## src/hdl/base64_stream_decoder_core_macros.svh

```systemverilog
// assertion macros shared by the base64 stream decoder modules
// expects clk_i and rst_ni in the scope of each use
`ifndef BASE64_STREAM_DECODER_CORE_MACROS_SVH
`define BASE64_STREAM_DECODER_CORE_MACROS_SVH

// antecedent implies consequent in the same cycle
`define B64D_ASSERT_IMPL(lbl, ante, cons, msg) \
  lbl: assert property (@(posedge clk_i) disable iff (!rst_ni) (ante) |-> (cons)) else $error(msg);

// expression never holds at a clock edge
`define B64D_ASSERT_NEVER(lbl, expr, msg) \
  lbl: assert property (@(posedge clk_i) disable iff (!rst_ni) !(expr)) else $error(msg);

`endif

```

## src/hdl/b64d_pkg.sv

```systemverilog
// package for the base64 stream decoder: status codes, job type, alphabet lookup
// no dependencies
package b64d_pkg;

  localparam int unsigned CFG_W            = 13;
  localparam int unsigned LEN_W            = 13;
  localparam logic [CFG_W-1:0] MAX_BUFFER_BYTES = 13'd4096;
  localparam logic [CFG_W-1:0] MAX_OUTPUT_RST   = 13'd2048;

  localparam int unsigned QUEUE_DEPTH = 2;
  localparam int unsigned QUEUE_AW    = $clog2(QUEUE_DEPTH);
  localparam int unsigned QUEUE_CW    = $clog2(QUEUE_DEPTH + 1);

  localparam logic [7:0] CHAR_CR  = 8'h0D;
  localparam logic [7:0] CHAR_PAD = 8'h3D;
  localparam logic [6:0] SYM_BAD  = 7'd64;

  typedef enum logic [2:0] {
    ST_OK      = 3'd0,
    ST_PARTIAL = 3'd1,
    ST_BAD     = 3'd2,
    ST_FULL    = 3'd3,
    ST_CR      = 3'd4
  } status_e;

  // one front decision: up to three bytes and an optional closing status
  typedef struct packed {
    logic [2:0][7:0]  data;
    logic [1:0]       nbytes;
    logic [LEN_W-1:0] base;
    logic             has_status;
    status_e          status;
  } job_t;

  // 6-bit alphabet value, SYM_BAD for anything outside the alphabet
  function automatic logic [6:0] sym_value(input logic [7:0] c);
    logic [6:0] v;
    v = SYM_BAD;
    if (c >= 8'h41 && c <= 8'h5A) begin
      v = 7'(c - 8'h41);
    end else if (c >= 8'h61 && c <= 8'h7A) begin
      v = 7'(c - 8'h61 + 8'd26);
    end else if (c >= 8'h30 && c <= 8'h39) begin
      v = 7'(c - 8'h30 + 8'd52);
    end else if (c == 8'h2B) begin
      v = 7'd62;
    end else if (c == 8'h2F) begin
      v = 7'd63;
    end
    return v;
  endfunction

endpackage

```

## src/hdl/b64d_front.sv

```systemverilog
// front end: message state, group gathering, alphabet and padding checks
// depends on b64d_pkg; emits one job per character that causes results
module b64d_front (
  input  logic                     clk_i,
  input  logic                     rst_ni,
  input  logic                     accept_i,
  input  logic [7:0]               char_in_i,
  input  logic                     end_of_message_i,
  input  logic [b64d_pkg::CFG_W-1:0] limit_i,
  output logic                     push_o,
  output b64d_pkg::job_t           job_o
);
  import b64d_pkg::*;

  logic [2:0][7:0]  chars_q, chars_d;
  logic [1:0]       gc_q, gc_d;
  logic             pad_q, pad_d;
  logic [LEN_W-1:0] count_q, count_d;
  logic             start_q, start_d;
  logic             disc_q, disc_d;

  logic [6:0]  v0, v1, v2, v3;
  logic        eq2, eq3, bad;
  logic [1:0]  nb, n_emit;
  logic        full;
  logic [LEN_W:0] c1, c2, c3, lim_x;
  logic        new_msg;

  always_comb begin
    v0    = sym_value(chars_q[0]);
    v1    = sym_value(chars_q[1]);
    v2    = sym_value(chars_q[2]);
    v3    = sym_value(char_in_i);
    eq2   = (chars_q[2] == CHAR_PAD);
    eq3   = (char_in_i == CHAR_PAD);
    bad   = (v0 == SYM_BAD) || (v1 == SYM_BAD) || (!eq2 && v2 == SYM_BAD) ||
            (!eq3 && v3 == SYM_BAD) || (eq2 && !eq3);
    nb    = eq2 ? 2'd1 : (eq3 ? 2'd2 : 2'd3);
    lim_x = {1'b0, limit_i};
    c1    = {1'b0, count_q} + 14'd1;
    c2    = {1'b0, count_q} + 14'd2;
    c3    = {1'b0, count_q} + 14'd3;
    // stop at the first byte that reaches the limit
    if (c1 >= lim_x) begin
      n_emit = 2'd1;
      full   = 1'b1;
    end else if (nb != 2'd1 && c2 >= lim_x) begin
      n_emit = 2'd2;
      full   = 1'b1;
    end else if (nb == 2'd3 && c3 >= lim_x) begin
      n_emit = 2'd3;
      full   = 1'b1;
    end else begin
      n_emit = nb;
      full   = 1'b0;
    end
  end

  always_comb begin
    chars_d = chars_q;
    gc_d    = gc_q;
    pad_d   = pad_q;
    count_d = count_q;
    start_d = start_q;
    disc_d  = disc_q;
    new_msg = 1'b0;
    push_o  = 1'b0;
    job_o   = '0;
    job_o.base = count_q;
    if (accept_i) begin
      if (disc_q) begin
        new_msg = end_of_message_i;
      end else if (start_q && char_in_i == CHAR_CR) begin
        push_o            = 1'b1;
        job_o.has_status  = 1'b1;
        job_o.status      = ST_CR;
        new_msg           = end_of_message_i;
        disc_d            = !end_of_message_i;
      end else begin
        start_d = 1'b0;
        if (pad_q) begin
          push_o           = 1'b1;
          job_o.has_status = 1'b1;
          job_o.status     = ST_BAD;
          new_msg          = end_of_message_i;
          disc_d           = !end_of_message_i;
        end else if (gc_q != 2'd3) begin
          chars_d[gc_q] = char_in_i;
          gc_d          = gc_q + 2'd1;
          if (end_of_message_i) begin
            push_o           = 1'b1;
            job_o.has_status = 1'b1;
            job_o.status     = ST_PARTIAL;
            new_msg          = 1'b1;
          end
        end else begin
          gc_d   = 2'd0;
          push_o = 1'b1;
          if (bad) begin
            job_o.has_status = 1'b1;
            job_o.status     = ST_BAD;
            new_msg          = end_of_message_i;
            disc_d           = !end_of_message_i;
          end else begin
            pad_d         = eq2 || eq3;
            job_o.data[0] = {v0[5:0], v1[5:4]};
            job_o.data[1] = {v1[3:0], v2[5:2]};
            job_o.data[2] = {v2[1:0], v3[5:0]};
            job_o.nbytes  = n_emit;
            count_d       = count_q + LEN_W'(n_emit);
            if (full) begin
              job_o.has_status = 1'b1;
              job_o.status     = ST_FULL;
              new_msg          = end_of_message_i;
              disc_d           = !end_of_message_i;
            end else if (end_of_message_i) begin
              job_o.has_status = 1'b1;
              job_o.status     = ST_OK;
              new_msg          = 1'b1;
            end
          end
        end
      end
    end
    if (new_msg) begin
      chars_d = '0;
      gc_d    = 2'd0;
      pad_d   = 1'b0;
      count_d = '0;
      start_d = 1'b1;
      disc_d  = 1'b0;
    end
  end

  always_ff @(posedge clk_i or negedge rst_ni) begin
    if (!rst_ni) begin
      chars_q <= '0;
      gc_q    <= 2'd0;
      pad_q   <= 1'b0;
      count_q <= '0;
      start_q <= 1'b1;
      disc_q  <= 1'b0;
    end else begin
      chars_q <= chars_d;
      gc_q    <= gc_d;
      pad_q   <= pad_d;
      count_q <= count_d;
      start_q <= start_d;
      disc_q  <= disc_d;
    end
  end

endmodule

```

## src/hdl/b64d_queue.sv

```systemverilog
// short job queue between front and back ends
// depends on b64d_pkg and the shared assertion macros
`include "base64_stream_decoder_core_macros.svh"

module b64d_queue (
  input  logic           clk_i,
  input  logic           rst_ni,
  input  logic           push_i,
  input  b64d_pkg::job_t job_i,
  input  logic           pop_i,
  output b64d_pkg::job_t head_o,
  output logic           nempty_o,
  output logic           full_o
);
  import b64d_pkg::*;

  job_t                mem_q [QUEUE_DEPTH];
  logic [QUEUE_AW-1:0] wr_q, rd_q;
  logic [QUEUE_CW-1:0] cnt_q;

  assign nempty_o = (cnt_q != '0);
  assign full_o   = (cnt_q == QUEUE_CW'(QUEUE_DEPTH));
  assign head_o   = mem_q[rd_q];

  always_ff @(posedge clk_i) begin
    if (push_i) begin
      mem_q[wr_q] <= job_i;
    end
  end

  always_ff @(posedge clk_i or negedge rst_ni) begin
    if (!rst_ni) begin
      wr_q  <= '0;
      rd_q  <= '0;
      cnt_q <= '0;
    end else begin
      if (push_i) begin
        wr_q <= (wr_q == QUEUE_AW'(QUEUE_DEPTH - 1)) ? '0 : wr_q + 1'b1;
      end
      if (pop_i) begin
        rd_q <= (rd_q == QUEUE_AW'(QUEUE_DEPTH - 1)) ? '0 : rd_q + 1'b1;
      end
      if (push_i && !pop_i) begin
        cnt_q <= cnt_q + 1'b1;
      end else if (pop_i && !push_i) begin
        cnt_q <= cnt_q - 1'b1;
      end
    end
  end

  `B64D_ASSERT_NEVER(a_push_full, push_i && full_o && !pop_i, "job pushed into a full queue")
  `B64D_ASSERT_NEVER(a_pop_empty, pop_i && !nempty_o, "job popped from an empty queue")

endmodule

```

## src/hdl/b64d_back.sv

```systemverilog
// back end: expands jobs to data/status results, one per unstalled cycle
// depends on b64d_pkg and the shared assertion macros
`include "base64_stream_decoder_core_macros.svh"

module b64d_back (
  input  logic                       clk_i,
  input  logic                       rst_ni,
  input  b64d_pkg::job_t             head_i,
  input  logic                       nempty_i,
  output logic                       pop_o,
  output logic                       out_valid_o,
  input  logic                       out_stall_i,
  output logic [7:0]                 data_byte_o,
  output logic                       kind_o,
  output logic [2:0]                 status_o,
  output logic [b64d_pkg::LEN_W-1:0] decoded_length_o,
  output logic                       last_o
);
  import b64d_pkg::*;

  logic [1:0]       idx_q;
  logic             valid_q;
  logic [7:0]       data_q;
  logic             kind_q, last_q;
  logic [2:0]       status_q;
  logic [LEN_W-1:0] len_q;

  logic [2:0] total, idx_x;
  logic       advance, load, is_data, idx_ok;

  assign total   = {1'b0, head_i.nbytes} + {2'b00, head_i.has_status};
  assign idx_x   = {1'b0, idx_q};
  assign idx_ok  = (idx_x < total);
  assign advance = !valid_q || !out_stall_i;
  assign load    = advance && nempty_i;
  assign pop_o   = load && (idx_x == total - 3'd1);
  assign is_data = (idx_q < head_i.nbytes);

  always_ff @(posedge clk_i or negedge rst_ni) begin
    if (!rst_ni) begin
      valid_q <= 1'b0;
      idx_q   <= 2'd0;
    end else begin
      if (advance) begin
        valid_q <= nempty_i;
      end
      if (pop_o) begin
        idx_q <= 2'd0;
      end else if (load) begin
        idx_q <= idx_q + 2'd1;
      end
    end
  end

  always_ff @(posedge clk_i) begin
    if (load) begin
      if (is_data) begin
        data_q   <= head_i.data[idx_q];
        kind_q   <= 1'b0;
        status_q <= ST_OK;
        len_q    <= head_i.base + LEN_W'(idx_q) + 1'b1;
        last_q   <= 1'b0;
      end else begin
        data_q   <= 8'd0;
        kind_q   <= 1'b1;
        status_q <= head_i.status;
        len_q    <= head_i.base + LEN_W'(head_i.nbytes);
        last_q   <= 1'b1;
      end
    end
  end

  assign out_valid_o      = valid_q;
  assign data_byte_o      = data_q;
  assign kind_o           = kind_q;
  assign status_o         = status_q;
  assign decoded_length_o = len_q;
  assign last_o           = last_q;

  `B64D_ASSERT_IMPL(a_status_is_last, valid_q && kind_q, last_q, "status result without last")
  `B64D_ASSERT_IMPL(a_idx_in_job, nempty_i, idx_ok, "result index beyond the job")

endmodule

```

## src/hdl/base64_stream_decoder_core.sv

```systemverilog
// top level of the base64 stream decoder
// depends on b64d_pkg, b64d_front, b64d_queue and b64d_back
//
// streaming base64 decoder: one character is taken per transfer, up to one per
// cycle. groups of four characters are checked against the standard alphabet
// and the '=' padding rules and give one to three data bytes; each message
// closes with one status result (ok, partial group, bad encoding, output full,
// leading carriage return) carrying the decoded length. after an error the
// rest of the message is dropped up to the character flagged as end of message.
// a character is decided in the front end and leaves a job in a two-entry
// queue; the back end turns a job into its results at one result per cycle
// through an output register unless the output stalls. four characters give
// at most four results, so one character per cycle is sustained; the input
// stalls only while the job queue is full, e.g. when the output side stalls.
// a character's first result passes the job queue, then the output register.
// max_output must be written through cfg_we_i only while idle; the block does
// not enforce this. the limit used is the smaller of max_output and 4096 bytes
module base64_stream_decoder_core (
  input  logic                       clk_i,
  input  logic                       rst_ni,
  // character input
  input  logic                       in_valid_i,
  output logic                       in_stall_o,
  input  logic [7:0]                 char_in_i,
  input  logic                       end_of_message_i,
  // configuration
  input  logic                       cfg_we_i,
  input  logic [b64d_pkg::CFG_W-1:0] cfg_wdata_i,
  // result output
  output logic                       out_valid_o,
  input  logic                       out_stall_i,
  output logic [7:0]                 data_byte_o,
  output logic                       kind_o,
  output logic [2:0]                 status_o,
  output logic [b64d_pkg::LEN_W-1:0] decoded_length_o,
  output logic                       last_o
);
  import b64d_pkg::*;

  // configuration register and the clamped limit
  logic [CFG_W-1:0] max_output_q;
  logic [CFG_W-1:0] limit;

  // front/back interconnect
  logic accept, push, pop, nempty, full;
  job_t job, head;

  always_ff @(posedge clk_i or negedge rst_ni) begin
    if (!rst_ni) begin
      max_output_q <= MAX_OUTPUT_RST;
    end else if (cfg_we_i) begin
      max_output_q <= cfg_wdata_i;
    end
  end

  assign limit = (max_output_q > MAX_BUFFER_BYTES) ? MAX_BUFFER_BYTES : max_output_q;

  // input stalls only while there is no room for a job
  assign in_stall_o = full;
  assign accept     = in_valid_i && !full;

  b64d_front u_front (
    .clk_i            (clk_i),
    .rst_ni           (rst_ni),
    .accept_i         (accept),
    .char_in_i        (char_in_i),
    .end_of_message_i (end_of_message_i),
    .limit_i          (limit),
    .push_o           (push),
    .job_o            (job)
  );

  b64d_queue u_queue (
    .clk_i    (clk_i),
    .rst_ni   (rst_ni),
    .push_i   (push),
    .job_i    (job),
    .pop_i    (pop),
    .head_o   (head),
    .nempty_o (nempty),
    .full_o   (full)
  );

  b64d_back u_back (
    .clk_i            (clk_i),
    .rst_ni           (rst_ni),
    .head_i           (head),
    .nempty_i         (nempty),
    .pop_o            (pop),
    .out_valid_o      (out_valid_o),
    .out_stall_i      (out_stall_i),
    .data_byte_o      (data_byte_o),
    .kind_o           (kind_o),
    .status_o         (status_o),
    .decoded_length_o (decoded_length_o),
    .last_o           (last_o)
  );

endmodule
```

## config.mk

```make
export PLATFORM = sky130hd
export DESIGN_NAME = base64_stream_decoder_core
export DESIGN_NICKNAME = d
export VERILOG_FILES = /design/src/hdl/b64d_pkg.sv /design/src/hdl/b64d_front.sv /design/src/hdl/b64d_queue.sv /design/src/hdl/b64d_back.sv /design/src/hdl/base64_stream_decoder_core.sv
export VERILOG_INCLUDE_DIRS = /design/src /design/src/hdl
export SDC_FILE = /design/constraint.sdc
export NUM_CORES = 1
export LEC_CHECK = 0
export ABC_AREA = 1
export CORE_ASPECT_RATIO = 0.75
export CORE_UTILIZATION = 50
export CTS_CLUSTER_DIAMETER = 120
export DETAILED_ROUTE_END_ITERATION = 8
export DONT_BUFFER_PORTS = 1
export GPL_TIMING_DRIVEN = 0
export PLACE_DENSITY = 0.64
export SYNTH_ARGS = -nofsm -noshare
export SYNTH_HDL_FRONTEND = slang
export SYNTH_SLANG_ARGS = --single-unit
export TNS_END_PERCENT = 20
```

## constraint.sdc

```tcl
create_clock -name clk_i -period 8 [get_ports clk_i]
set_clock_uncertainty 0.1 [all_clocks]
set_input_delay 0.8 -clock clk_i [delete_from_list [all_inputs] [get_ports clk_i]]
set_output_delay 0.8 -clock clk_i [all_outputs]
set_load 0.02 [all_outputs]
```

==> Word level (Yosys, flattened, before mapping) <==
Memory sizes are Yosys's and may differ from the RTL's.
Cells that the tools add are included.
{ "totals": {"regBits": 87, "mem_bits_rw": 86, "in_bits": 27, "output_inout_bits": 28, "memories": 1} }
{ "op_classes": {"addsub": 35, "n_lt_le_gt_ge": 32, "n_eq_ne": 25, "n_mux": 110, "n_reduce_logical": 47} }
{ "memory_table": {"columns": ["name", "depth", "width", "rd", "rd_clocked_by_memory_dff", "wr", "line", "rtl"], "rows": [
  ["u_queue.mem_q", 2, 43, 1, 0, 1, "b64d_queue.sv:17", "job_t mem_q [QUEUE_DEPTH];"]
]} }
{ "op_table": {"columns": ["operator", "count"], "rows": [
  ["two-way mux 26 bit", 6],
  ["two-way mux 24 bit", 6],
  ["two-way mux 7 bit", 20],
  ["two-way mux 13 bit", 9],
  ["== test 8 x 6 -> 1 bit, second input constant", 10],
  ["greater-or-equal comparator 8 x 7 -> 1 bit, second input constant", 8],
  ["<= comparator 8 x 7 -> 1 bit, second input constant", 8],
  ["subtractor 7 bit, second input constant", 8],
  ["greater-or-equal comparator 14 x 13 -> 1 bit", 3],
  ["two-way mux 1 bit", 41],
  ["adder 13 x 2 -> 13 bit", 3],
  ["two-way mux 4 bit", 9],
  ["greater-or-equal comparator 8 x 6 -> 1 bit, second input constant", 4],
  ["<= comparator 8 x 6 -> 1 bit, second input constant", 4],
  ["adder 13 x 2 -> 14 bit, second input constant", 2],
  ["adder 7 x 5 -> 7 bit, second input constant", 4],
  ["adder 7 x 6 -> 7 bit, second input constant", 4],
  ["== test 7 bit, second input constant", 4],
  ["two-way mux 2 bit", 14],
  ["subtractor 7 x 6 -> 7 bit, second input constant", 4],
  ["bitwise mux 24 bit", 1],
  ["logical AND 1 bit", 24],
  ["binary-select mux 8 bit (select 2 bit)", 1],
  ["demux 8 bit (select 2 bit)", 1],
  ["24 further kinds", 51]
]} }

==> Depth between registers and ports, before layout <==
Gate-level depths: netlist of run 1.
{ "depth": {"ltp_word": 19, "ltp_mapped": 31} }

==> Modules after synthesis <==
Synthesis of run 1 repeated with hierarchy kept, for this count alone.
{ "unflattened": {"hier_cells": 1479, "area_unflattened_um2": 12484.5} }
{ "by_module_without_submodules": {"columns": ["mod", "instances", "cells_each", "area_each_um2", "seq_area_each_um2"], "rows": [
  ["b64d_front", 1, 1023, 6465.0, 1052.3],
  ["b64d_queue", 1, 159, 3510.9, 2682.6],
  ["b64d_back", 1, 217, 1839.3, 825.8],
  ["base64_stream_decoder_core", 1, 80, 669.4, 326.6]
]} }

==> Worst setup path after synthesis of run 1 <==
No wires, ideal clock.
{ "synth_timing": {"path_type": "input to register", "from": "input char_in_i[1]", "to": "memory u_queue.mem_q[1][0] (netlist name), enable pin", "setup_time_ps": 445, "arrival_time_ps": 3695, "required_time_ps": 7455, "setup_slack_ps": 3760, "cell_stages": 8, "cell_sequence": "inv_1 > ha_1 > nand2_1 > nor4_1 > inv_1 > a31oi_1 > inv_1 > nor2_1"} }
{ "synth_between": {"elab_chain_cells": 7} }
{ "synth_lines": {"columns": ["item", "line", "rtl"], "rows": [
  ["start, declared", "base64_stream_decoder_core.sv:24", "input logic [7:0] char_in_i,"],
  ["== test 8 x 4 -> 1 bit", "b64d_front.sv:73", "end else if (start_q && char_in_i == CHAR_CR) begin"],
  ["logical AND 1 bit", "b64d_front.sv:73", null],
  ["two-way mux 1 bit", "b64d_front.sv:73", null],
  ["two-way mux 1 bit", "b64d_front.sv:71", "if (disc_q) begin"],
  ["two-way mux 1 bit", "b64d_front.sv:70", "if (accept_i) begin"],
  ["net push", "base64_stream_decoder_core.sv:45", "logic accept, push, pop, nempty, full;"],
  ["two-way mux 1 bit", "b64d_queue.sv:26", "if (push_i) begin"],
  ["two-way mux 1 bit (implied by the code)", "b64d_queue.sv:27", "mem_q[wr_q] <= job_i;"],
  ["end, declared", "b64d_queue.sv:17", null]
]} }
The timed path passes the listed nets, and every way through them passes these cells.

==> Worst setup path after layout of run 1 <==
{ "layout_timing": {"from": "register u_front.count_q[5]", "to": "register u_front.count_q[6]"} }
{ "layout_between": {"elab_chain_cells": 15, "word_cells_on_any_way": 36, "cone_classes": "add/sub (4); order compare (3); eq/ne (5); mux (20); reduce/logical (4)"} }
{ "layout_lines": {"columns": ["item", "line", "rtl"], "rows": [
  ["start, declared", "b64d_front.sv:18", "logic [LEN_W-1:0] count_q, count_d;"],
  ["start signal, assigned", "b64d_front.sv:147", "count_q <= count_d;"],
  ["branches (longest 15 deep; another with adder 13 x 2 -> 14 bit)", null, null]
]} }
Several ways; the timed one is not identified. The select of a mux whose other input is x is not followed.
A chain may end at the register's enable or synchronous reset.

==> results of run 1 <==
==> flip-flops by register name (all words and copies together) (netlist names) <==
name / count
u_queue.mem_q: 86
u_back.data_byte_o: 8
u_front.chars_q: 24
u_back.status_o: 3
u_front.pad_q: 1
u_queue.wr_q: 1
u_back.out_valid_o: 1
max_output_q: 13
u_back.kind_o: 1
u_queue.rd_q: 1
u_front.start_q: 1
u_front.gc_q: 2
u_front.disc_q: 1
u_back.decoded_length_o: 13
u_queue.cnt_q: 2
u_back.idx_q: 2
u_front.count_q: 13
==> stage by stage <==
stage                     utilization, %  instance area (sq um)  power (mW)  hold WS [ns]  instances
after floorplan                        -                  11400        2.66         0.337       1372
after global placement              52.9                  11800        3.06         0.350       1666
after detailed placement            53.2                  11800        3.12         0.359       1668
after CTS                           56.1                  12500        3.99         0.100       1701
after global routing                56.1                  12500        4.27        0.0946       1701
final                               56.1                  12500        3.98         0.107       1701
==> final cells by class <==
cell class	count	area (sq um)
buffer	34	193
tap	294	368
multi-input combinational	995	5690
timing repair buffer	3	75.1
clock inverter	15	196
inverter	170	641
clock buffer	17	425
sequential	173	4890
fill	2067	9750
==> worst min path at each step <==
stage	endpoint	slack, ns	cells past startpoint
floorplan	u_queue.mem_q[0][12]	0.34	0
global placement	u_queue.mem_q[0][9]	0.35	0
detailed placement	u_queue.mem_q[0][9]	0.36	0
CTS	max_output_q[11]	0.1	0
global route	max_output_q[11]	0.09	0
finish	max_output_q[11]	0.11	0
==> synth_stat cells (7+ instances only) <==
cell / number
inv_1: 148
nand4_1: 21
nor2_2: 11
dfrtp_1: 60
xor2_1: 48
xnor2_1: 10
o22ai_1: 27
a31oi_1: 12
inv_2: 20
o21a_1: 10
nor3_1: 14
nand2_1: 284
o21ai_1: 21
mux2i_1: 7
clkbuf_1: 12
a21oi_1: 45
buf_4: 9
o21ai_0: 66
mux2_2: 7
ha_1: 80
nand3_1: 114
edfxtp_1: 111
nor2_1: 158
or2_2: 8
==> metal layers <==
layer / vias to the layer above / routed length (microns) / track usage [%]
li1: 4640 / - / -
met1: 4343 / 14500 / 40.0
met2: 330 / 11500 / 34.2
met3: 17 / 1970 / 4.22
met4: 0 / 230 / 4.55
met5: - / 0 / 0
==> worst register-to-register path: cells and delay by family, from the launching register on <==
family | cells | cell delay, ns
adders and majority gates | 3 | 0.93
DFF | 1 | 0.36
AOI/OAI and AO/OA | 3 | 0.70
buffers and inverters | 4 | 0.46
and+or+nand+nor | 11 | 1.96
xor gates and xnor gates | 2 | 0.33
==> cell families (layout without fill, tap and decap cells) <==
logic type      count (synthesis)  in the layout  synth area share [%]
mux                            14             14                  1.31
compound gates                202            202                  10.1
flops                         173            173                  42.9
fa+ha+maj                      83             83                  9.31
buf+inv                       204            239                  7.31
xor+xnor                       58             58                  4.46
simple gates                  638            638                  24.6
==> power by group through the flow <==
| stage | Clock, mW | Combinational (mW) | Sequential, mW |
|---|---|---|---|
| after floorplan | 0 | 1.18 | 1.48 |
| after global placement | 0 | 1.54 | 1.53 |
| after detailed placement | 0 | 1.58 | 1.53 |
| after CTS | 0.868 | 1.60 | 1.51 |
| after global routing | 0.907 | 1.82 | 1.54 |
| final | 0.860 | 1.61 | 1.52 |
==> repair_timing <==
| action | CTS | global route |
|---|---|---|
| endpoints found under the hold margin | 60 | 0 |
| setup buffers | 0 | 0 |
| hold buffers | 1 | 0 |
==> impl_metrics.py, run 1 <==
metrics = {
    "yosys": {
        "yosysTopAreaCell": "edfxtp_1",
        "synth_area_sq_mm": 0.0114,
        "syn_avg_cell_area_sq_um": 8.31,
        "synthTopCellsByArea": "edfxtp_1 29%, dfrtp_1 13%, nand2_1 9.4%, ha_1 8.8%, nor2_1 5.2%",
        "async_flop_share_pct": 35.8,
        "yosysTopAreaCellShare_pct": 29.2,
        "synth_seq_cells": 173,
        "synth-edff-count": 111,
        "yosysSeqAreaShare_pct": 42.9,
        "synthFlopType": "edfxtp_1",
        "syn_nets": 1482,
        "synth_cell_type_count": 54,
        "synth_warnings": 0,
        "syn_inst": 1372,
    },
    "timing": {
        "final_max_slew_viol_count": 0,
        "finalHoldViolCount": 0,
        "period_needed_ns": 4.96,
        "fin_ws_ns": 3.04,
        "slew_headroom_pct": 35.0,
        "tns_ns": 0,
        "max_freq_ghz": 0.202,
        "min_period_over_period_pct": 61.9,
        "rsz0062_at_grt": "no",
        "setup_viol_count_final": 0,
        "tightestPinTransition_ns": 0.973,
    },
    "floorplanning": {
        "fp.dieW_microns": 176,
        "die_h_microns": 133,
        "dieArea_sq_mm": 0.0234,
        "num_rows": 47,
        "start_util_pct": 51.3,
        "ios": 55,
        "core_sq_mm": 0.0222,
    },
    "worst_setup_path": {
        "startpoint": "u_front.count_q[5]",
        "cp-endpoint": "u_front.count_q[6]",
        "r2r_cells": 23,
        "path_buf_inv": 4,
        "start_kind": "flop",
        "cp.required_ns": 8.20,
        "cp_slowest_cell": "nor4_1",
        "arrival_ns": 5.16,
        "worst-r2r-setup-slack_ns": 3.04,
        "cpPeakStageDelay_ns": 0.49,
        "crit_type": "reg2reg",
        "worstSetupEndpointType": "flop",
        "timing.rr.start": "u_front.count_q[5]",
        "crit_top_cell": "nand2_1",
        "cpLargestDelayFamily": "simple AND/OR/NAND/NOR gates",
        "worstPathCellList": "clkbuf_2 -> nand2_1 -> nor2_2 -> inv_1 -> nor4_1 -> nand2_1 -> xor2_1 -> inv_1 -> ha_1 -> a21o_1 -> a221oi_1 -> nand2_1 -> nor2_1 -> nand2_1 -> o21ai_1 -> ha_1 -> inv_1 -> fa_1 -> nor2_1 -> nand2_1 -> nor2_1 -> xor2_1 -> nor2_1",
        "cp.depth": 23,
        "timing.rr.end": "u_front.count_q[6]",
        "cp_max_fo": 8,
    },
    "placed_design": {
        "pre_cts_slack_ns": 3.14,
        "hpwl_microns": 21500,
        "port_buffers": 0,
        "globalplace.congestion": 0.918,
    },
    "global_route": {
        "grt_max_degree": 61,
        "grt_pass1_vias": 8329,
        "grt_pass1_wl_microns": 45000,
        "grt.total_usage_pct": 24.7,
        "overflow": 0,
        "antenna_found_initial": 0,
    },
    "clocking": {
        "cts_root_buf": "clkbuf_16",
        "htree_levels": 4,
        "cts_tree": "built",
        "numCtsBuffers": 17,
        "cts_sinks": 173,
        "clk_transition_reported_paths_ns": 0.07,
        "clk_latency_ns": 0.44,
        "post_cts_resized": 0,
        "cts_buffer_depth": 2,
    },
    "final_layout": {
        "drive_gt1_share_pct": 9.10,
        "n_antenna_cell": 0,
        "layout_common_cells": "284 x nand2_1, 156 x nor2_1, 148 x inv_1, 114 x nand3_1, 111 x edfxtp_1",
        "area_delta_synth_final_pct": 9.47,
        "final_common_cell": "nand2_1",
        "final_nets": 1504,
    },
    "power": {
        "leakagePower_nw": 5.57,
        "seqPwrFrac_pct": 38.1,
        "p_comb_share_pct": 40.4,
        "powerDensity_mw_per_mm2": 319,
        "p_int_mw": 2.25,
        "power_switching_mw": 1.73,
        "ir_worst_vdd_mv": 0.150,
        "p_sw_share_pct": 43.4,
        "pwr-share-clk_pct": 21.6,
    },
    "drt": {
        "drc": 0,
        "vias_per_cell": 5.49,
        "vias": 9330,
        "post_drt_wl_per_cell_microns": 16.5,
        "drtIter0Drc": 871,
        "wirelength_microns": 28100,
        "drtAntennaViolNets": 0,
        "drt_pass1_iterations": 5,
    },
    "flow_run": {
        "drv_cap": 0,
    },
    "outcome": {
        "outcome": "completed",
    },
    "min_path": {
        "hold_path.class": "in2async",
    },
}
Power figures use the tool's default switching activity.
==> inputs of run 2 (changes only) <==
==> constraint.sdc (replaced) <==
create_clock -name clk_i -period 5.1 [get_ports clk_i]
set_clock_uncertainty 0.1 [all_clocks]
set_input_delay 0.51 -clock clk_i [delete_from_list [all_inputs] [get_ports clk_i]]
set_output_delay 0.51 -clock clk_i [all_outputs]
set_load 0.02 [all_outputs]
==> impl_metrics.py, run 2 (synthesized netlist as in run 1, its figures left out) <==
metrics = {
    "flow_run": {
        "drv_cap": 0,
    },
    "clocking": {
        "cts_tree": "built",
        "cts_sinks": 173,
        "htree_levels": 4,
        "cts_root_buf": "clkbuf_16",
        "clk_transition_reported_paths_ns": 0.07,
        "clk_latency_ns": 0.44,
        "numCtsBuffers": 17,
        "cts_buffer_depth": 2,
    },
    "placed_design": {
        "hpwl_microns": 21500,
        "port_buffers": 0,
        "pre_cts_slack_ns": 0.236,
        "dpl-instance-area_sq_mm": 0.0118,
        "globalplace.congestion": 0.918,
    },
    "power": {
        "powerDensity_mw_per_mm2": 500,
        "leakagePower_nw": 5.57,
        "ir_worst_vdd_mv": 0.234,
    },
    "final_layout": {
        "layout_common_cells": "284 x nand2_1, 155 x nor2_1, 148 x inv_1, 114 x nand3_1, 111 x edfxtp_1",
        "multi_input_area_sq_mm": 0.00571,
        "final_nets": 1505,
        "largest_reg_flops": 86,
        "final_common_cell": "nand2_1",
        "fillCellCount": 2062,
        "drive_gt1_share_pct": 9.23,
        "seqCellArea_sq_mm": 0.00489,
        "fin_area_sq_mm": 0.0125,
        "n_antenna_cell": 0,
        "area_delta_synth_final_pct": 9.68,
        "max_flop_register": "u_queue.mem_q",
        "reg_top3": "u_queue.mem_q: 86 flops, u_front.chars_q: 24 flops",
    },
    "floorplanning": {
        "start_util_pct": 51.3,
        "ios": 55,
        "fp.dieW_microns": 176,
        "die_h_microns": 133,
        "dieArea_sq_mm": 0.0234,
        "num_rows": 47,
        "core_sq_mm": 0.0222,
    },
    "timing": {
        "tightestPinTransition_ns": 0.980,
        "slew_headroom_pct": 34.6,
        "period_needed_ns": 4.74,
        "min_period_over_period_pct": 92.9,
        "final_max_slew_viol_count": 0,
        "setup_viol_count_final": 0,
        "max_freq_ghz": 0.211,
        "finalHoldViolCount": 0,
        "fin_ws_ns": 0.364,
    },
    "drt": {
        "drtIter0Drc": 847,
        "vias": 9297,
        "drt_pass1_iterations": 5,
        "drc": 0,
        "drtAntennaViolNets": 0,
        "wirelength_microns": 28000,
        "vias_per_cell": 5.46,
        "post_drt_wl_per_cell_microns": 16.5,
    },
    "global_route": {
        "antenna_found_initial": 0,
        "grt_pass1_vias": 8328,
        "use_met3_pct": 3.79,
        "grt_most_used_layer": "met1",
        "grt.met2_usage_pct": 34.1,
        "grt_max_degree": 63,
        "grt_pass1_wl_microns": 44800,
        "grt.total_usage_pct": 24.6,
        "met1_usage_pct": 40.0,
        "overflow": 0,
    },
    "worst_setup_path": {
        "timing.rr.end": "u_front.count_q[6]",
        "arrival_ns": 4.93,
        "cp_max_fo": 8,
        "timing.rr.start": "u_front.count_q[5]",
        "start_kind": "flop",
        "crit_type": "reg2reg",
        "r2r_cells": 23,
        "startpoint": "u_front.count_q[5]",
        "cp-endpoint": "u_front.count_q[6]",
        "worstSetupEndpointType": "flop",
        "cp.required_ns": 5.30,
        "worst-r2r-setup-slack_ns": 0.36,
    },
    "min_path": {
        "hold_path.class": "in2reg",
    },
    "outcome": {
        "outcome": "completed",
    },
}
## run 2: cell count changes in the layout (fill, tap and decap cells not counted)
cell	change
nor2_4	+1
nor4_2	+1
nor4_1	-1
nor2_1	-1
dlygate4sd3_1	+1
## run 2: per-layer routing
metal  wire length (microns)  vias to the layer above  share of wire [%]
met5                       0                        -                  0
met4                     220                        0               0.78
met3                    1630                       17                5.8
met2                   11500                      282                 41
met1                   14700                     4357                 52
li1                        -                     4641                  -
## run 2: how the worst min path moves through the flow
stage                   start         endpoint  cells after the start
3_5_place_dp           rst_ni     u_queue.rd_q                      0
5_1_grt        cfg_wdata_i[8]  max_output_q[8]                      2
3_3_place_gp           rst_ni     u_queue.rd_q                      0
4_1_cts        cfg_wdata_i[0]  max_output_q[0]                      2
2_1_floorplan          rst_ni  max_output_q[0]                      0
6_report       cfg_wdata_i[0]  max_output_q[0]                      2
## run 2: critical path, stage by stage (launching register included)
cell and delay (ns):
dfrtp_1 0.37, clkbuf_2 0.21, nand2_1 0.17, nor2_4 0.24, inv_1 0.11, nor4_2 0.36
nand2_1 0.12, xor2_1 0.16, inv_1 0.07, ha_1 0.29, a21o_1 0.16, a221oi_1 0.32
nand2_1 0.09, nor2_1 0.09, nand2_1 0.12, o21ai_1 0.21, ha_1 0.20, inv_1 0.05
fa_1 0.44, nor2_1 0.30, nand2_1 0.09, nor2_1 0.14, xor2_1 0.16, nor2_1 0.05
## run 2: repair_timing
| item | 4_1_cts | 5_1_grt |
|---|---|---|
| hold endpoints to repair | 62 | 0 |
| setup buffers | 0 | 0 |
| gates resized for setup | 0 | 3 |
| hold buffers | 2 | 0 |
| setup endpoints to repair | 0 | 6 |
## run 2: report_power, final
| group | internal (mW) | switching (mW) | total (mW) |
|---|---|---|---|
| Sequential | 1.99 | 0.389 | 2.37 |
| Clock | 0.708 | 0.637 | 1.35 |
| Combinational | 0.842 | 1.69 | 2.53 |
## run 2: per-stage QoR
stage	power, mW	util [%]	hold WS (ns)	setup TNS (ns)	instances
after floorplan	4.18	-	0.114	0	1372
after global placement	4.81	52.9	0.117	-28.61	1666
after detailed placement	4.89	53.2	0.116	0	1668
after CTS	6.25	56.2	0.0902	0	1702
after global routing	6.69	56.2	0.0988	-0.0157	1702
final	6.25	56.2	0.101	0	1702
## run 2: final cells by class
class | count | share of cell area, %
Buffer | 34 | 1.54
Clock buffer | 17 | 3.40
Clock inverter | 15 | 1.57
Inverter | 170 | 5.12
Multi-Input combinational cell | 995 | 45.7
Sequential cell | 173 | 39.1
Tap cell | 294 | 2.94
Timing Repair Buffer | 4 | 0.680
==> inputs of run 3 (changes only) <==
--- a/config.mk
+++ b/config.mk
@@ -9,6 +9,7 @@
 export ABC_AREA = 1
 export CORE_ASPECT_RATIO = 0.75
 export CORE_UTILIZATION = 50
+export CTS_BUF_LIST = sky130_fd_sc_hd__clkbuf_4
 export CTS_CLUSTER_DIAMETER = 120
 export DETAILED_ROUTE_END_ITERATION = 8
 export DONT_BUFFER_PORTS = 1
==> impl_metrics.py, run 3 (synthesized netlist as in run 1, its figures left out) <==
metrics = {
    "worst_setup_path": {
        "path_buf_inv": 4,
        "cp_slowest_cell": "fa_1",
        "cpPeakStageDelay_ns": 0.44,
        "arrival_ns": 5.10,
        "timing.rr.start": "u_front.count_q[5]",
        "worstPathCellList": "clkbuf_2 -> nand2_1 -> nor2_4 -> inv_1 -> nor4_2 -> nand2_1 -> xor2_1 -> inv_1 -> ha_1 -> a21o_1 -> a221oi_1 -> nand2_1 -> nor2_1 -> nand2_1 -> o21ai_1 -> ha_1 -> inv_1 -> fa_1 -> nor2_1 -> nand2_1 -> nor2_1 -> xor2_1 -> nor2_1",
        "r2r_cells": 23,
        "cp.required_ns": 5.47,
        "cpLargestDelayFamily": "simple AND/OR/NAND/NOR gates",
        "timing.rr.end": "u_front.count_q[6]",
        "cp_max_fo": 8,
        "crit_type": "reg2reg",
        "cp-endpoint": "u_front.count_q[6]",
        "crit_top_cell": "nand2_1",
        "startpoint": "u_front.count_q[5]",
        "worstSetupEndpointType": "flop",
        "cp.depth": 23,
        "start_kind": "flop",
        "worst-r2r-setup-slack_ns": 0.37,
    },
    "global_route": {
        "antenna_found_initial": 1,
        "grt_pass1_vias": 8400,
        "grt.total_usage_pct": 24.7,
        "overflow": 0,
        "grt_max_degree": 63,
        "grt_pass1_wl_microns": 45100,
    },
    "clocking": {
        "cts_root_buf": "clkbuf_4",
        "cts_tree": "built",
        "cts_setup_buffers": 0,
        "cts_buffer_depth": 2,
        "numCtsBuffers": 17,
        "clk_transition_reported_paths_ns": 0.18,
        "cts_sinks": 173,
        "htree_levels": 4,
        "clk_latency_ns": 0.59,
    },
    "final_layout": {
        "largest_reg_flops": 86,
        "postLayoutCoreUtil_pct": 55.6,
        "fin_area_sq_mm": 0.0124,
        "layout_common_cells": "284 x nand2_1, 155 x nor2_1, 148 x inv_1, 114 x nand3_1, 111 x edfxtp_1",
        "max_flop_register": "u_queue.mem_q",
        "reg_top3": "u_queue.mem_q: 86 flops, u_front.chars_q: 24 flops",
        "final_common_cell": "nand2_1",
        "fillCellCount": 2085,
        "final_nets": 1521,
        "drive_gt1_share_pct": 9.13,
        "area_delta_synth_final_pct": 8.50,
    },
    "floorplanning": {
        "core_sq_mm": 0.0222,
        "fp.dieW_microns": 176,
        "ios": 55,
        "dieArea_sq_mm": 0.0234,
        "die_h_microns": 133,
        "num_rows": 47,
        "start_util_pct": 51.3,
    },
    "timing": {
        "whs_ns": 0.0871,
        "final_max_slew_viol_count": 0,
        "min_period_over_period_pct": 92.8,
        "setup_viol_count_final": 0,
        "period_needed_ns": 4.73,
        "tns_ns": 0,
        "tightestPinTransition_ns": 0.961,
        "max_freq_ghz": 0.211,
        "finalHoldViolCount": 0,
        "slew_headroom_pct": 35.8,
    },
    "drt": {
        "post_drt_wl_per_cell_microns": 16.4,
        "vias": 9410,
        "drt_pass1_iterations": 5,
        "vias_per_cell": 5.47,
        "drc": 0,
        "wirelength_microns": 28200,
        "drtIter0Drc": 805,
        "drtAntennaViolNets": 0,
    },
    "placed_design": {
        "hpwl_microns": 21500,
        "port_buffers": 0,
        "dpl-instance-area_sq_mm": 0.0118,
        "globalplace.congestion": 0.918,
    },
    "power": {
        "leakagePower_nw": 5.51,
        "ir_worst_vdd_mv": 0.193,
        "powerDensity_mw_per_mm2": 466,
    },
    "min_path": {
        "min_path_cells": 2,
        "hold_path.class": "in2reg",
    },
    "outcome": {
        "outcome": "completed",
    },
    "flow_run": {
        "drv_cap": 0,
    },
}
-- run 3: cell types whose count changed in the layout (fill, tap and decap cells not counted) --
cell,delta
dlygate4sd3_1,+16
clkbuf_4,+17
diode_2,+1
clkbuf_16,-17
-- run 3: final cells by class --
type	instances	area, sq um	share of cell area, %
sequential	173	4890	39.5
inverter	170	641	5.18
antenna	1	2.50	0.0202
buffer	34	193	1.56
timing repair buffer	20	245	1.98
clock inverter	15	196	1.59
multi-input combinational	995	5710	46.2
tap	294	368	2.97
clock buffer	17	128	1.03
-- run 3: per-stage QoR --
stage	total power, mW	std cells	setup slack, ns
after floorplan	4.18	1372	0.983
after global placement	4.81	1666	-0.333
after detailed placement	4.89	1668	0.236
after CTS	5.77	1718	0.219
after global routing	6.21	1719	-0.0192
final	5.76	1719	0.366
-- run 3: worst min path at each step --
stage | start | endpoint | slack (ns)
final | char_in_i[1] | u_front.chars_q[9] | 0.09
after global routing | char_in_i[1] | u_front.chars_q[9] | 0.02
after CTS | char_in_i[1] | u_front.chars_q[9] | 0.05
after detailed placement | rst_ni | u_queue.rd_q | 0.12
after global placement | rst_ni | u_queue.rd_q | 0.12
after floorplan | rst_ni | max_output_q[0] | 0.11
-- run 3: timing repair --
item,4_1_cts,5_1_grt
resized for setup,0,3
hold buffers,18,0
endpoints found under the setup margin,0,6
hold endpoints to repair,80,0
-- run 3: where the power goes --
part | internal [mW] | leakage, nW | total [mW] | switching, mW
combinational | 0.850 | 3.49 | 2.53 | 1.68
sequential | 1.98 | 1.85 | 2.37 | 0.388
clock | 0.276 | 0.167 | 0.858 | 0.582
-- run 3: layer usage --
metal	share of wire, %	track usage (%)	up-vias
met1	51	40.2	4368
li1	-	-	4673
met2	41	34.2	350
met5	0	0	-
met4	0.54	3.59	0
met3	7.0	4.48	19
-- run 3: worst reg2reg max path: stages (launching register included) --
cell      delay (ns)
dfrtp_1         0.39
clkbuf_2        0.21
nand2_1         0.17
nor2_4          0.24
inv_1           0.11
nor4_2          0.35
nand2_1         0.12
xor2_1          0.16
inv_1           0.07
ha_1            0.29
a21o_1          0.16
a221oi_1        0.32
nand2_1         0.09
nor2_1          0.10
nand2_1         0.11
o21ai_1         0.22
ha_1            0.21
inv_1           0.06
fa_1            0.44
nor2_1          0.29
nand2_1         0.09
nor2_1          0.14
xor2_1          0.16
nor2_1          0.05
